==> config.mk <==
export PLATFORM = sky130hd
export DESIGN_NAME = touch_debounce_coordinate_map_unit
export DESIGN_NICKNAME = d
export VERILOG_FILES = /design/src/hw/rtl/tdcm_pkg.sv /design/src/hw/rtl/tdcm_cfg.sv /design/src/hw/rtl/tdcm_div.sv /design/src/hw/rtl/touch_debounce_coordinate_map_unit.sv
export SDC_FILE = /design/constraint.sdc
export NUM_CORES = 1
export LEC_CHECK = 0
export BUFFER_PORTS_ARGS = -buffer_cell sky130_fd_sc_hd__buf_2
export CAP_MARGIN = 20
export CORE_ASPECT_RATIO = 0.5
export CORE_UTILIZATION = 63
export CTS_BUF_LIST = sky130_fd_sc_hd__clkbuf_4
export CTS_CLUSTER_DIAMETER = 60
export DETAILED_ROUTE_END_ITERATION = 8
export PLACE_DENSITY_LB_ADDON = 0.1
export SETUP_SLACK_MARGIN = 0.5
export SLEW_MARGIN = 20
export SYNTH_ARGS = -nofsm -noshare
export SYNTH_HDL_FRONTEND = slang
export SYNTH_HIERARCHICAL = 1
export SYNTH_SLANG_ARGS = --single-unit
==> constraint.sdc <==
create_clock -name clk -period 11.25 [get_ports clk]
set_input_delay 0 -clock clk [delete_from_list [all_inputs] [get_ports clk]]
set_output_delay 0 -clock clk [all_outputs]
set_load 0.02 [all_outputs]
==> src/hw/rtl/tdcm_pkg.sv <==
package tdcm_pkg;

  // configuration port
  localparam int unsigned ADDR_W   = 5;
  localparam int unsigned DATA_W   = 32;
  localparam int unsigned CAL_W    = 12;

  // divider operand widths: |raw - ul| * pixels fits in 24 bits, |span| in 12
  localparam int unsigned NUM_W    = 24;
  localparam int unsigned DEN_W    = CAL_W;
  localparam int unsigned COORD_W  = 16;

  // register indexes
  localparam logic [2:0] REG_CAL_LEFT   = 3'd0;
  localparam logic [2:0] REG_CAL_TOP    = 3'd1;
  localparam logic [2:0] REG_CAL_RIGHT  = 3'd2;
  localparam logic [2:0] REG_CAL_BOTTOM = 3'd3;
  localparam logic [2:0] REG_WIDTH      = 3'd4;
  localparam logic [2:0] REG_HEIGHT     = 3'd5;
  localparam logic [2:0] REG_PRESS      = 3'd6;
  localparam logic [2:0] REG_RELEASE    = 3'd7;

  // reset values
  localparam logic [CAL_W-1:0] RST_CAL_UL     = 12'd3800;
  localparam logic [CAL_W-1:0] RST_CAL_LR     = 12'd275;
  localparam logic [CAL_W-1:0] RST_WIDTH      = 12'd320;
  localparam logic [CAL_W-1:0] RST_HEIGHT     = 12'd240;
  localparam logic [CAL_W-1:0] RST_PRESS      = 12'd400;
  localparam logic [CAL_W-1:0] RST_RELEASE    = 12'd75;

  typedef struct packed {
    logic [CAL_W-1:0] cal_left_raw;
    logic [CAL_W-1:0] cal_top_raw;
    logic [CAL_W-1:0] cal_right_raw;
    logic [CAL_W-1:0] cal_bottom_raw;
    logic [CAL_W-1:0] screen_width;
    logic [CAL_W-1:0] screen_height;
    logic [CAL_W-1:0] press_threshold;
    logic [CAL_W-1:0] release_threshold;
  } tdcm_cfg_t;

  typedef struct packed {
    logic             start;
    logic             neg;
    logic [NUM_W-1:0] num;
    logic [DEN_W-1:0] den;
  } tdcm_div_req_t;

  typedef struct packed {
    logic               busy;
    logic               done;
    logic [COORD_W-1:0] quot;
  } tdcm_div_rsp_t;

  typedef enum logic [2:0] {
    EV_UNCERTAIN = 3'd0,
    EV_NO_TOUCH  = 3'd1,
    EV_PRESENT   = 3'd2,
    EV_TOUCH     = 3'd3,
    EV_RELEASE   = 3'd4
  } tdcm_event_t;

  typedef enum logic [2:0] {
    S_IDLE,
    S_MUL,
    S_LOAD,
    S_DIV,
    S_DONE
  } tdcm_state_t;

endpackage

==> src/hw/rtl/tdcm_cfg.sv <==
module tdcm_cfg (
  input  logic                         clk,
  input  logic                         rst,
  input  logic                         psel,
  input  logic                         penable,
  input  logic                         pwrite,
  input  logic [tdcm_pkg::ADDR_W-1:0]  paddr,
  input  logic [tdcm_pkg::DATA_W-1:0]  pwdata,
  output logic [tdcm_pkg::DATA_W-1:0]  prdata,
  output logic                         pready,
  output tdcm_pkg::tdcm_cfg_t          cfg
);
  import tdcm_pkg::*;

  logic [2:0]       idx;
  logic             wr;
  logic [CAL_W-1:0] wdata;
  logic [CAL_W-1:0] rdata;

  assign pready = 1'b1;
  assign idx    = paddr[ADDR_W-1:2];
  assign wr     = psel && penable && pwrite;
  assign wdata  = pwdata[CAL_W-1:0];

  always_ff @(posedge clk) begin
    if (rst) begin
      cfg.cal_left_raw      <= RST_CAL_UL;
      cfg.cal_top_raw       <= RST_CAL_UL;
      cfg.cal_right_raw     <= RST_CAL_LR;
      cfg.cal_bottom_raw    <= RST_CAL_LR;
      cfg.screen_width      <= RST_WIDTH;
      cfg.screen_height     <= RST_HEIGHT;
      cfg.press_threshold   <= RST_PRESS;
      cfg.release_threshold <= RST_RELEASE;
    end else if (wr) begin
      case (idx)
        REG_CAL_LEFT:   cfg.cal_left_raw      <= wdata;
        REG_CAL_TOP:    cfg.cal_top_raw       <= wdata;
        REG_CAL_RIGHT:  cfg.cal_right_raw     <= wdata;
        REG_CAL_BOTTOM: cfg.cal_bottom_raw    <= wdata;
        REG_WIDTH:      cfg.screen_width      <= wdata;
        REG_HEIGHT:     cfg.screen_height     <= wdata;
        REG_PRESS:      cfg.press_threshold   <= wdata;
        REG_RELEASE:    cfg.release_threshold <= wdata;
        default:        ;
      endcase
    end
  end

  always_comb begin
    case (idx)
      REG_CAL_LEFT:   rdata = cfg.cal_left_raw;
      REG_CAL_TOP:    rdata = cfg.cal_top_raw;
      REG_CAL_RIGHT:  rdata = cfg.cal_right_raw;
      REG_CAL_BOTTOM: rdata = cfg.cal_bottom_raw;
      REG_WIDTH:      rdata = cfg.screen_width;
      REG_HEIGHT:     rdata = cfg.screen_height;
      REG_PRESS:      rdata = cfg.press_threshold;
      REG_RELEASE:    rdata = cfg.release_threshold;
      default:        rdata = '0;
    endcase
  end

  assign prdata = {{(DATA_W-CAL_W){1'b0}}, rdata};

endmodule

==> src/hw/rtl/tdcm_div.sv <==
module tdcm_div (
  input  logic                    clk,
  input  logic                    rst,
  input  tdcm_pkg::tdcm_div_req_t req,
  output tdcm_pkg::tdcm_div_rsp_t rsp
);
  import tdcm_pkg::*;

  localparam int unsigned CNT_W = $clog2(NUM_W);
  localparam logic [CNT_W-1:0] LAST = CNT_W'(NUM_W - 1);

  logic             busy;
  logic             done;
  logic [CNT_W-1:0] cnt;
  logic [NUM_W-1:0] num;
  logic [DEN_W-1:0] den;
  logic [DEN_W-1:0] rem;
  logic             neg;
  logic [DEN_W:0]   trial;
  logic             fits;
  logic [NUM_W-1:0] signed_q;

  // one restoring step: bring down the next dividend bit
  assign trial = {rem, num[NUM_W-1]};
  assign fits  = trial >= {1'b0, den};

  always_ff @(posedge clk) begin
    if (rst) begin
      busy <= 1'b0;
      done <= 1'b0;
      cnt  <= '0;
    end else begin
      done <= 1'b0;
      if (req.start) begin
        busy <= 1'b1;
        cnt  <= '0;
      end else if (busy) begin
        cnt <= cnt + 1'b1;
        if (cnt == LAST) begin
          busy <= 1'b0;
          done <= 1'b1;
        end
      end
    end
  end

  always_ff @(posedge clk) begin
    if (req.start) begin
      num <= req.num;
      den <= req.den;
      neg <= req.neg;
      rem <= '0;
    end else if (busy) begin
      rem <= fits ? DEN_W'(trial - {1'b0, den}) : trial[DEN_W-1:0];
      num <= {num[NUM_W-2:0], fits};
    end
  end

  // quotient is held in num once the last step is done
  assign signed_q = neg ? (~num + 1'b1) : num;

  assign rsp.busy = busy;
  assign rsp.done = done;
  assign rsp.quot = signed_q[COORD_W-1:0];

endmodule

==> src/hw/rtl/touch_debounce_coordinate_map_unit.sv <==
// channel   direction  handshake              payload
// in        to block   in_valid / in_stall    raw_x, raw_y, raw_pressure, now_ms
// out       from block out_valid / out_stall  screen_x, screen_y, pressure_out,
//                                             raw_x_out, raw_y_out, event_code
// cfg       to block   apb psel/penable       paddr, pwdata, prdata
//
// each axis of a word passes in turn through the multiply state, the load state and
// the shared 24-step radix-2 divider.
// in_stall is high from acceptance until the result is loaded into the output
// register; a result waiting on out_stall lets the next word be accepted.
// rst is synchronous: it clears the sequencer, the touch flag, the debounce
// start time, out_valid and the registers to their defaults.
module touch_debounce_coordinate_map_unit #(
  parameter int unsigned DEBOUNCE_TIME = 50
) (
  input  logic                         clk,
  input  logic                         rst,
  input  logic                         psel,
  input  logic                         penable,
  input  logic                         pwrite,
  input  logic [tdcm_pkg::ADDR_W-1:0]  paddr,
  input  logic [tdcm_pkg::DATA_W-1:0]  pwdata,
  output logic [tdcm_pkg::DATA_W-1:0]  prdata,
  output logic                         pready,
  input  logic                         in_valid,
  output logic                         in_stall,
  input  logic [11:0]                  raw_x,
  input  logic [11:0]                  raw_y,
  input  logic [11:0]                  raw_pressure,
  input  logic [31:0]                  now_ms,
  output logic                         out_valid,
  input  logic                         out_stall,
  output logic signed [15:0]           screen_x,
  output logic signed [15:0]           screen_y,
  output logic [11:0]                  pressure_out,
  output logic [11:0]                  raw_x_out,
  output logic [11:0]                  raw_y_out,
  output logic [2:0]                   event_code
);
  import tdcm_pkg::*;

  tdcm_cfg_t      cfg;
  tdcm_div_req_t  div_req;
  tdcm_div_rsp_t  div_rsp;
  tdcm_state_t    state;
  tdcm_state_t    state_next;

  logic           accept;
  logic           div_start;
  logic           load_out;
  logic           axis;

  // latched word
  logic [CAL_W-1:0] rx;
  logic [CAL_W-1:0] ry;
  logic [CAL_W-1:0] pres;
  tdcm_event_t      code;

  // mapping datapath
  logic [CAL_W-1:0]       m_raw;
  logic [CAL_W-1:0]       m_ul;
  logic [CAL_W-1:0]       m_lr;
  logic [CAL_W-1:0]       m_pix;
  logic signed [CAL_W:0]  diff;
  logic signed [CAL_W:0]  span_c;
  logic signed [2*CAL_W+1:0] mul_full;
  logic signed [NUM_W:0]  prod;
  logic signed [CAL_W:0]  span;
  logic [NUM_W:0]         prod_abs;
  logic [CAL_W:0]         span_abs;
  logic [COORD_W-1:0]     sx;
  logic [COORD_W-1:0]     sy;
  logic [COORD_W-1:0]     coord;

  // debounce
  logic        touching;
  logic [31:0] debounce_start;
  logic        cls;
  tdcm_event_t cls_code;
  logic [31:0] elapsed;

  tdcm_cfg u_cfg (
    .clk     (clk),
    .rst     (rst),
    .psel    (psel),
    .penable (penable),
    .pwrite  (pwrite),
    .paddr   (paddr),
    .pwdata  (pwdata),
    .prdata  (prdata),
    .pready  (pready),
    .cfg     (cfg)
  );

  tdcm_div u_div (
    .clk (clk),
    .rst (rst),
    .req (div_req),
    .rsp (div_rsp)
  );

  assign in_stall = (state != S_IDLE);
  assign accept   = in_valid && !in_stall;

  // sequencer
  always_ff @(posedge clk) begin
    if (rst) begin
      state <= S_IDLE;
    end else begin
      state <= state_next;
    end
  end

  always_comb begin
    state_next = state;
    div_start  = 1'b0;
    load_out   = 1'b0;
    case (state)
      S_IDLE: begin
        if (in_valid) state_next = S_MUL;
      end
      S_MUL: begin
        state_next = S_LOAD;
      end
      S_LOAD: begin
        div_start  = 1'b1;
        state_next = S_DIV;
      end
      S_DIV: begin
        if (div_rsp.done) state_next = axis ? S_DONE : S_MUL;
      end
      S_DONE: begin
        if (!out_valid || !out_stall) begin
          load_out   = 1'b1;
          state_next = S_IDLE;
        end
      end
      default: state_next = S_IDLE;
    endcase
  end

  // pressure class with hysteresis, press test first
  always_comb begin
    cls      = touching;
    cls_code = EV_UNCERTAIN;
    if (raw_pressure >= cfg.press_threshold) begin
      cls      = 1'b1;
      cls_code = EV_PRESENT;
    end else if (raw_pressure <= cfg.release_threshold) begin
      cls      = 1'b0;
      cls_code = EV_NO_TOUCH;
    end
  end

  assign elapsed = now_ms - debounce_start;

  always_ff @(posedge clk) begin
    if (rst) begin
      touching       <= 1'b0;
      debounce_start <= '0;
      axis           <= 1'b0;
    end else begin
      if (accept) begin
        axis <= 1'b0;
        if (cls == touching) begin
          debounce_start <= now_ms;
        end else if (elapsed >= 32'(DEBOUNCE_TIME)) begin
          debounce_start <= now_ms;
          touching       <= cls;
        end
      end else if (state == S_DIV && div_rsp.done) begin
        axis <= 1'b1;
      end
    end
  end

  always_ff @(posedge clk) begin
    if (accept) begin
      rx   <= raw_x;
      ry   <= raw_y;
      pres <= raw_pressure;
      if (cls != touching && elapsed >= 32'(DEBOUNCE_TIME)) begin
        code <= cls ? EV_TOUCH : EV_RELEASE;
      end else begin
        code <= cls_code;
      end
    end
  end

  // operands of the current axis
  assign m_raw  = axis ? ry : rx;
  assign m_ul   = axis ? cfg.cal_top_raw : cfg.cal_left_raw;
  assign m_lr   = axis ? cfg.cal_bottom_raw : cfg.cal_right_raw;
  assign m_pix  = axis ? cfg.screen_height : cfg.screen_width;
  assign diff   = $signed({1'b0, m_raw}) - $signed({1'b0, m_ul});
  assign span_c = $signed({1'b0, m_lr}) - $signed({1'b0, m_ul});
  assign mul_full = diff * $signed({1'b0, m_pix});

  always_ff @(posedge clk) begin
    if (state == S_MUL) begin
      prod <= mul_full[NUM_W:0];
      span <= span_c;
    end
  end

  assign prod_abs = prod[NUM_W] ? (~prod + 1'b1) : prod;
  assign span_abs = span[CAL_W] ? (~span + 1'b1) : span;

  assign div_req.start = div_start;
  assign div_req.neg   = prod[NUM_W] ^ span[CAL_W];
  assign div_req.num   = prod_abs[NUM_W-1:0];
  assign div_req.den   = span_abs[DEN_W-1:0];

  // zero span maps to zero
  assign coord = (span == '0) ? '0 : div_rsp.quot;

  always_ff @(posedge clk) begin
    if (state == S_DIV && div_rsp.done) begin
      if (axis) begin
        sy <= coord;
      end else begin
        sx <= coord;
      end
    end
  end

  // output register
  always_ff @(posedge clk) begin
    if (rst) begin
      out_valid <= 1'b0;
    end else if (load_out) begin
      out_valid <= 1'b1;
    end else if (!out_stall) begin
      out_valid <= 1'b0;
    end
  end

  always_ff @(posedge clk) begin
    if (load_out) begin
      screen_x     <= sx;
      screen_y     <= sy;
      pressure_out <= pres;
      raw_x_out    <= rx;
      raw_y_out    <= ry;
      event_code   <= code;
    end
  end

`ifndef NO_ASSERTIONS
  a_accept_starts_x: assert property (@(posedge clk) disable iff (rst)
    accept |=> (state == S_MUL) && !axis)
    else $error("accepted word did not start the x axis");

  a_div_done_in_div: assert property (@(posedge clk) disable iff (rst)
    div_rsp.done |-> (state == S_DIV) && !div_rsp.busy)
    else $error("divider finished outside the divide step");

  a_touch_only_on_word: assert property (@(posedge clk) disable iff (rst)
    (touching != $past(touching)) |-> $past(accept))
    else $error("touch flag changed without an accepted word");

  a_no_load_over_pending: assert property (@(posedge clk) disable iff (rst)
    (out_valid && out_stall) |-> !load_out)
    else $error("output register overwritten while stalled");
`endif

endmodule

==> results of run 1 <==
## power by group through the flow
stage / registers, mW / clock network [mW] / logic [mW]
CTS: 1.64 / 1.15 / 1.22
finish: 1.64 / 1.15 / 1.24
global placement: 1.66 / 0 / 1.12
global route: 1.65 / 1.23 / 1.38
detailed placement: 1.67 / 0 / 1.15
floorplan: 1.64 / 0 / 0.932
## final timing paths
path	startpoint	cells past startpoint	slack, ps	endpoint
hold reg to reg	pres[7]$_DFFE_PP_	0	380	pressure_out[7]$_DFFE_PP_
hold / removal	pwdata[6]	4	40	u_cfg/cfg[54]$_SDFFE_PP0P_
setup reg to reg	axis$_SDFFE_PP0P_	28	1810	prod[24]$_DFFE_PP_
setup / recovery	axis$_SDFFE_PP0P_	28	1810	prod[24]$_DFFE_PP_
## state kept, by name (all words and copies together) (netlist names), 13 cells and up
signal	cells
screen_x	16
u_div/num	24
span	13
screen_y	16
sx	16
debounce_start	32
prod	25
u_cfg/cfg	96
sy	16
## area by class of cell
| type | count | area share [%] |
|---|---|---|
| Antenna cell | 3 | 0.02463 |
| Clock buffer | 126 | 3.104 |
| Clock inverter | 34 | 0.6528 |
| Inverter | 318 | 3.917 |
| Multi-Input combinational cell | 1882 | 48.04 |
| Sequential cell | 370 | 31.44 |
| Tap cell | 540 | 2.217 |
| Timing Repair Buffer | 414 | 10.61 |
## repair_timing
| action | CTS | global route |
|---|---|---|
| endpoints found under the hold margin | 217 | 0 |
| endpoints found under the setup margin | 0 | 0 |
| hold buffers | 223 | 0 |
| resized for setup | 0 | 0 |
## critical path: cells and delay by family (launching register included)
kind | cells | cell delay, ps
AOI/OAI and AO/OA | 12 | 3400
muxes | 1 | 600
buffers and inverters | 4 | 200
adders and majority gates | 7 | 3140
DFF | 1 | 780
xor gates and xnor gates | 1 | 140
and+or+nand+nor | 3 | 920
## layer usage
metal / wire [um] / vias up / GRT usage [%]
met1: 30420 / 10070 / 46.11
met4: 2004 / 2 / 10.86
met3: 6227 / 177 / 8.824
li1: - / 9947 / -
met2: 30650 / 901 / 50.99
met5: 63 / - / 1.023
==> metrics.md, run 1 <==
| Metric | Value |
|---|---|
| Result of the run | completed |
| Total power per unit cell area | 132.1 nW/um^2 |
| Setup Total Neg Slack | 0 ps |
| Time the worst path needs with I/O delays and setup | 9440 ps |
| Proportion of layout cells with a drive suffix above 1 | 13.84% |
| Worst Path Required | 11,820 ps |
| Via count normalized by instance count | 5.723 |
| Nets | 3,485 |
| Largest stage delay on the critical path | 780 ps |
| Slowest library cell on the worst path | dfxtp_2 |
| Buffer cell driving the clock tree root | clkbuf_4 |
| Setup repair after global routing missed its margin | no |
| Tcrit/Tclk final | 83.91% |
| Antenna violations before repair | 1 |
| Sequential group share of total power | 40.8% |
| TritonCTS clock tree | built |
| Boundary Pins | 218 |
| Cell count after synthesis | 2,692 |
| Via total after detailed routing | 21,100 |
| Switching Power | 1.369 mW |
| Crit. End Element | flop |
| Maximum clock path buffer count | 3 |
| Post-Route Skew | 63.75 ps |
| Leftover overflow at the end of global routing | 0 |
| Router iterations before antenna repair | 5 |
| Top library cells by usage in the layout, fill and taps aside | inv_1 (317), nand2_1 (304), dlygate4sd3_1 (223) |
| Hold violation total from the final report | 0 |
| Count of buffers from port buffering | 174 |
| Most common cell after layout, fill and taps aside | inv_1 |
| Global-route wire length before repair | 109.3 mm |
| Routed wire length | 69.36 mm |
| Worst endpoint data arrival time | 10,010 ps |
| Number of DRC markers after the initial detailed-route iteration | 1,963 |
| Worst voltage drop across the vdd grid | 77.04 uV |
| Startpoint class of the critical path | flop |
| Mean instance size in the synthesized netlist | 9.681 um^2 |
| CTS clock-pin slew for the worst setup and hold paths | 80 ps |
| Hold slack | 40.29 ps |
| Setup violators final | 0 |
| Cts bufs inserted | 85 |
| Relative contribution of combinational cells to total power | 30.7% |
| Area growth from synthesis to layout | 16.95% |
| Maximum number of pins on one net before global-route repair | 90 |
| Share of power burned in the clock network | 28.5% |
| Insertion delay of the later-clocked pin in the worst-skew pair | 860 ps |
| Number of sinks driven by the clock tree | 370 |
| Placed instance area | 27,090 um^2 |
| Die Ht | 145.8 um |
| Cell area after synthesis | 26,060 um^2 |
| Worst-path fanout max | 22 |
| Routability congestion estimate | 0.9387 |
| Most used cell along the critical path | fa_1 |
| Worst hold-check path type | input pin to flop |
| Slew @ Worst Pin | 1101 ps |
| Number of placed instances, taps included | 3,301 |
| Max-capacitance violation count | 0 |
| Layout Utilization | 75.07% |
| Worst slack at placement | 1982 ps |
| Leak Pwr | 12.88 nW |
| Site row count | 52 |
| Die outline area | 42,230 um^2 |
| Horiz. Die Dim | 289.6 um |
| Effective utilization at floorplan | 64.19% |
| Post-route cell area | 30,480 um^2 |
| Post-CTS setup buffers | 0 |
| Relative slew slack | 26.55% |
| Total routing resource utilization after global routing | 33.33% |
| F_max | 0.1059 GHz |
| Multi-input gate area in the final layout | 14,640 um^2 |
| Residual antenna-violating net count after detailed routing | 0 |
| Core Box Area | 40,600 um^2 |
| Worst Setup Path Type | flop to flop |
| Remaining routing DRC violations | 0 |
| Number of H-tree levels | 3 |
| Number of standard cells in the final layout excluding fillers | 3,687 |
| Area occupied by registers | 9580 um^2 |
| Tot Pwr | 4.027 mW |
| Internal power summed over all cells | 2.658 mW |
| HPWL after detailed placement | 47.70 mm |
| Proportion of total power due to net switching | 34.00% |
| Synth warnings | 6 |
| Slack of the critical path | 1810 ps |
| Via count of the first global-routing pass | 20,890 |
| Filler Cells Inserted | 2,940 |
| Average wire per cell in the routed design | 18.81 um |
| Final-report max-slew violation count | 0 |
Note: power is estimated with default switching activity, not from simulation.
==> run 2: changes to the inputs <==
- clock period: 11.25 -> 9.5 ns (I/O delays scaled with it)
==> metrics.md, run 2 (same netlist as run 1, synthesis figures left out) <==
| Metric | Value |
|---|---|
| Result of the run | completed |
| Time the worst path needs with I/O delays and setup | 8488 ps (-951.2 ps) |
| CTS clock-pin slew for the worst setup and hold paths | 80 ps (about the same) |
| Area growth from synthesis to layout | 15.29% |
| Remaining routing DRC violations | 0 (unchanged) |
| Worst path depth | 30 (+7.1%) |
| Router iterations before antenna repair | 6 (+1) |
| Worst voltage drop across the vdd grid | 106.0 uV (+38%) |
| CP bufs+invs | 5 (+1) |
| Number of H-tree levels | 3 (unchanged) |
| Setup repair after global routing missed its margin | no |
| Via count of the first global-routing pass | 20,000 (-4.2%) |
| Hold slack | 90.61 ps (+50.32 ps) |
| Startpoint class of the critical path | flop |
| End point of the critical path | prod[24]$_DFFE_PP_ |
| Maximum clock path buffer count | 3 (unchanged) |
| Number of DRC markers after the initial detailed-route iteration | 2,055 (+4.7%) |
| Total routing resource utilization after global routing | 32.17% (-1.2 points) |
| R2r startpoint | axis$_SDFFE_PP0P_ |
| Cts bufs inserted | 86 (+1.2%) |
| Slew @ Worst Pin | 1104 ps (+3.599 ps) |
| Crit. End Element | flop |
| Worst Path Required | 10,000 ps (-1820 ps) |
| Most common cell after layout, fill and taps aside | inv_1 |
| Number of sinks driven by the clock tree | 370 (unchanged) |
| TritonCTS clock tree | built |
| Register with the highest flop count | u_cfg/cfg |
| Path depth of the worst reg2reg path | 30 (+7.1%) |
| Max-capacitance violation count | 0 (unchanged) |
| Flip-flop count of the largest register after layout | 96 (unchanged) |
| Sequential group share of total power | 40.7% (about the same) |
| Slowest library cell on the worst path | fa_1 |
| Detailed-routed wire length on met3 | 6.294 mm (+1.1%) |
| Worst reg-to-reg setup slack | 1010 ps (-800 ps) |
| Final-report max-slew violation count | 0 (unchanged) |
| Average wire per cell in the routed design | 18.65 um (-0.87%) |
| Worst hold-check path type | input pin to flop |
| Site row count | 52 (unchanged) |
| F_max | 0.1178 GHz (+11%) |
| HPWL after detailed placement | 48.02 mm (+0.68%) |
| Count of buffers from port buffering | 174 (unchanged) |
| Critical path startpoint | axis$_SDFFE_PP0P_ |
| Die Ht | 145.8 um (unchanged) |
| Total power per unit cell area | 159.4 nW/um^2 (+21%) |
| Post-Route Skew | 87.08 ps (+23.33 ps) |
| Leftover overflow at the end of global routing | 0 (unchanged) |
| Residual antenna-violating net count after detailed routing | 0 (unchanged) |
| Global-route wire length before repair | 105.6 mm (-3.4%) |
| Internal power summed over all cells | 3.197 mW (+20%) |
| Insertion delay of the later-clocked pin in the worst-skew pair | 820 ps (-40 ps) |
| Proportion of layout cells with a drive suffix above 1 | 14.87% (+1.0 points) |
| Hold violation total from the final report | 0 (unchanged) |
| Setup violators final | 0 (unchanged) |
| Via total after detailed routing | 20,820 (-1.4%) |
| Buffer cell driving the clock tree root | clkbuf_4 |
| Relative contribution of combinational cells to total power | 30.4% (-0.3 points) |
| Highest signal layer in the routed design | met5 |
| Met1 wire length | 29.54 mm (-2.9%) |
| Worst Setup Path Type | flop to flop |
| Worst endpoint data arrival time | 8990 ps (-1020 ps) |
| Maximum number of pins on one net before global-route repair | 88 (-2.2%) |
| Routed length on met2 | 30.17 mm (-1.6%) |
| Routed wire length | 67.79 mm (-2.3%) |
| Effective utilization at floorplan | 64.19% (unchanged) |
| Setup Total Neg Slack | 0 ps (unchanged) |
| Relative slew slack | 26.31% (-0.24 points) |
| Worst R2R End | prod[24]$_DFFE_PP_ |
| Die outline area | 42,230 um^2 (unchanged) |
| Switching Power | 1.593 mW (+16%) |
| Horiz. Die Dim | 289.6 um (unchanged) |
| Worst-path fanout max | 17 (-23%) |
| Core Box Area | 40,600 um^2 (unchanged) |
| Nets | 3,437 (-1.4%) |
| Crit path max-delay family | adder cells |
| Proportion of total power due to net switching | 33.25% (-0.75 points) |
| Biggest registers after layout | u_cfg/cfg (96), debounce_start (32), prod (25) |
| Boundary Pins | 218 (unchanged) |
| Most used cell along the critical path | fa_1 |
| Tcrit/Tclk final | 89.35% (+5.4 points) |
| Top library cells by usage in the layout, fill and taps aside | inv_1 (317), nand2_1 (304), edfxtp_1 (217) |
| Antenna violations before repair | 4 (+3) |
| Via count normalized by instance count | 5.726 (about the same) |
| Leak Pwr | 12.74 nW (-1.1%) |
| Routability congestion estimate | 0.9199 (-2.0%) |
| Share of power burned in the clock network | 29.0% (+0.5 points) |
| Largest stage delay on the critical path | 550 ps (-230 ps) |
run 2: metal layers:
| metal | up-vias | track usage (%) |
|---|---|---|
| li1 | 9839 | - |
| met1 | 9986 | 44.67 |
| met2 | 855 | 49.43 |
| met3 | 129 | 8.448 |
| met4 | 6 | 9.450 |
| met5 | - | 1.705 |
run 2: cell type report:
cell class / count / area, um^2
multi-input combinational: 1882 / 14690
fill: 3003 / 10550
sequential: 370 / 9583
timing repair buffer: 365 / 2715
inverter: 318 / 1194
clock buffer: 136 / 1021
tap: 540 / 675.6
clock inverter: 23 / 167.7
antenna: 1 / 2.502
run 2: tightest hold or removal path: stages:
cell      delay (ps)
buf_2            350
nand2b_4         200
nor2_1           110
nand2_1          100
a21oi_1           60
run 2: timing repair:
action | 4_1_cts | 5_1_grt
hold endpoints to repair | 198 | 0
setup endpoints to repair | 0 | 9
buffers inserted | 0 | 10
hold buffers | 163 | 0
gates resized for setup | 0 | 8
run 2: power by group through the flow:
stage               Combinational, mW  Sequential (mW)  Clock [mW]
detailed placement               1.37             1.98           0
global route                     1.62             1.96        1.49
global placement                 1.34             1.97           0
floorplan                        1.10             1.94           0
finish                           1.45             1.95        1.39
CTS                              1.43             1.94        1.40
run 2: how the worst min path moves through the flow:
| stage | startpoint | end | depth (start not counted) |
|---|---|---|---|
| final | paddr[2] | u_cfg/cfg[80]$_SDFFE_PP0P_ | 5 |
| after global routing | now_ms[8] | debounce_start[8]$_SDFFE_PP0P_ | 4 |
| after CTS | now_ms[8] | debounce_start[8]$_SDFFE_PP0P_ | 4 |
| after detailed placement | raw_x[6] | rx[6]$_DFFE_PP_ | 1 |
| after global placement | raw_x[0] | rx[0]$_DFFE_PP_ | 1 |
| after floorplan | rst | u_div/busy$_SDFF_PP0_ | 1 |
run 2: per-stage QoR:
stage / worst slack [ps] / total power, mW / cells / instance area (um^2) / utilization [%]
floorplan: 558.1 / 3.042 / 2711 / 26130 / -
global placement: 1066 / 3.313 / 3301 / 27090 / 66.74
detailed placement: 907.0 / 3.351 / 3301 / 27090 / 66.74
CTS: 876.0 / 4.775 / 3623 / 29910 / 73.68
global route: 525.7 / 5.069 / 3635 / 30050 / 74.00
finish: 1012 / 4.790 / 3635 / 30050 / 74.00
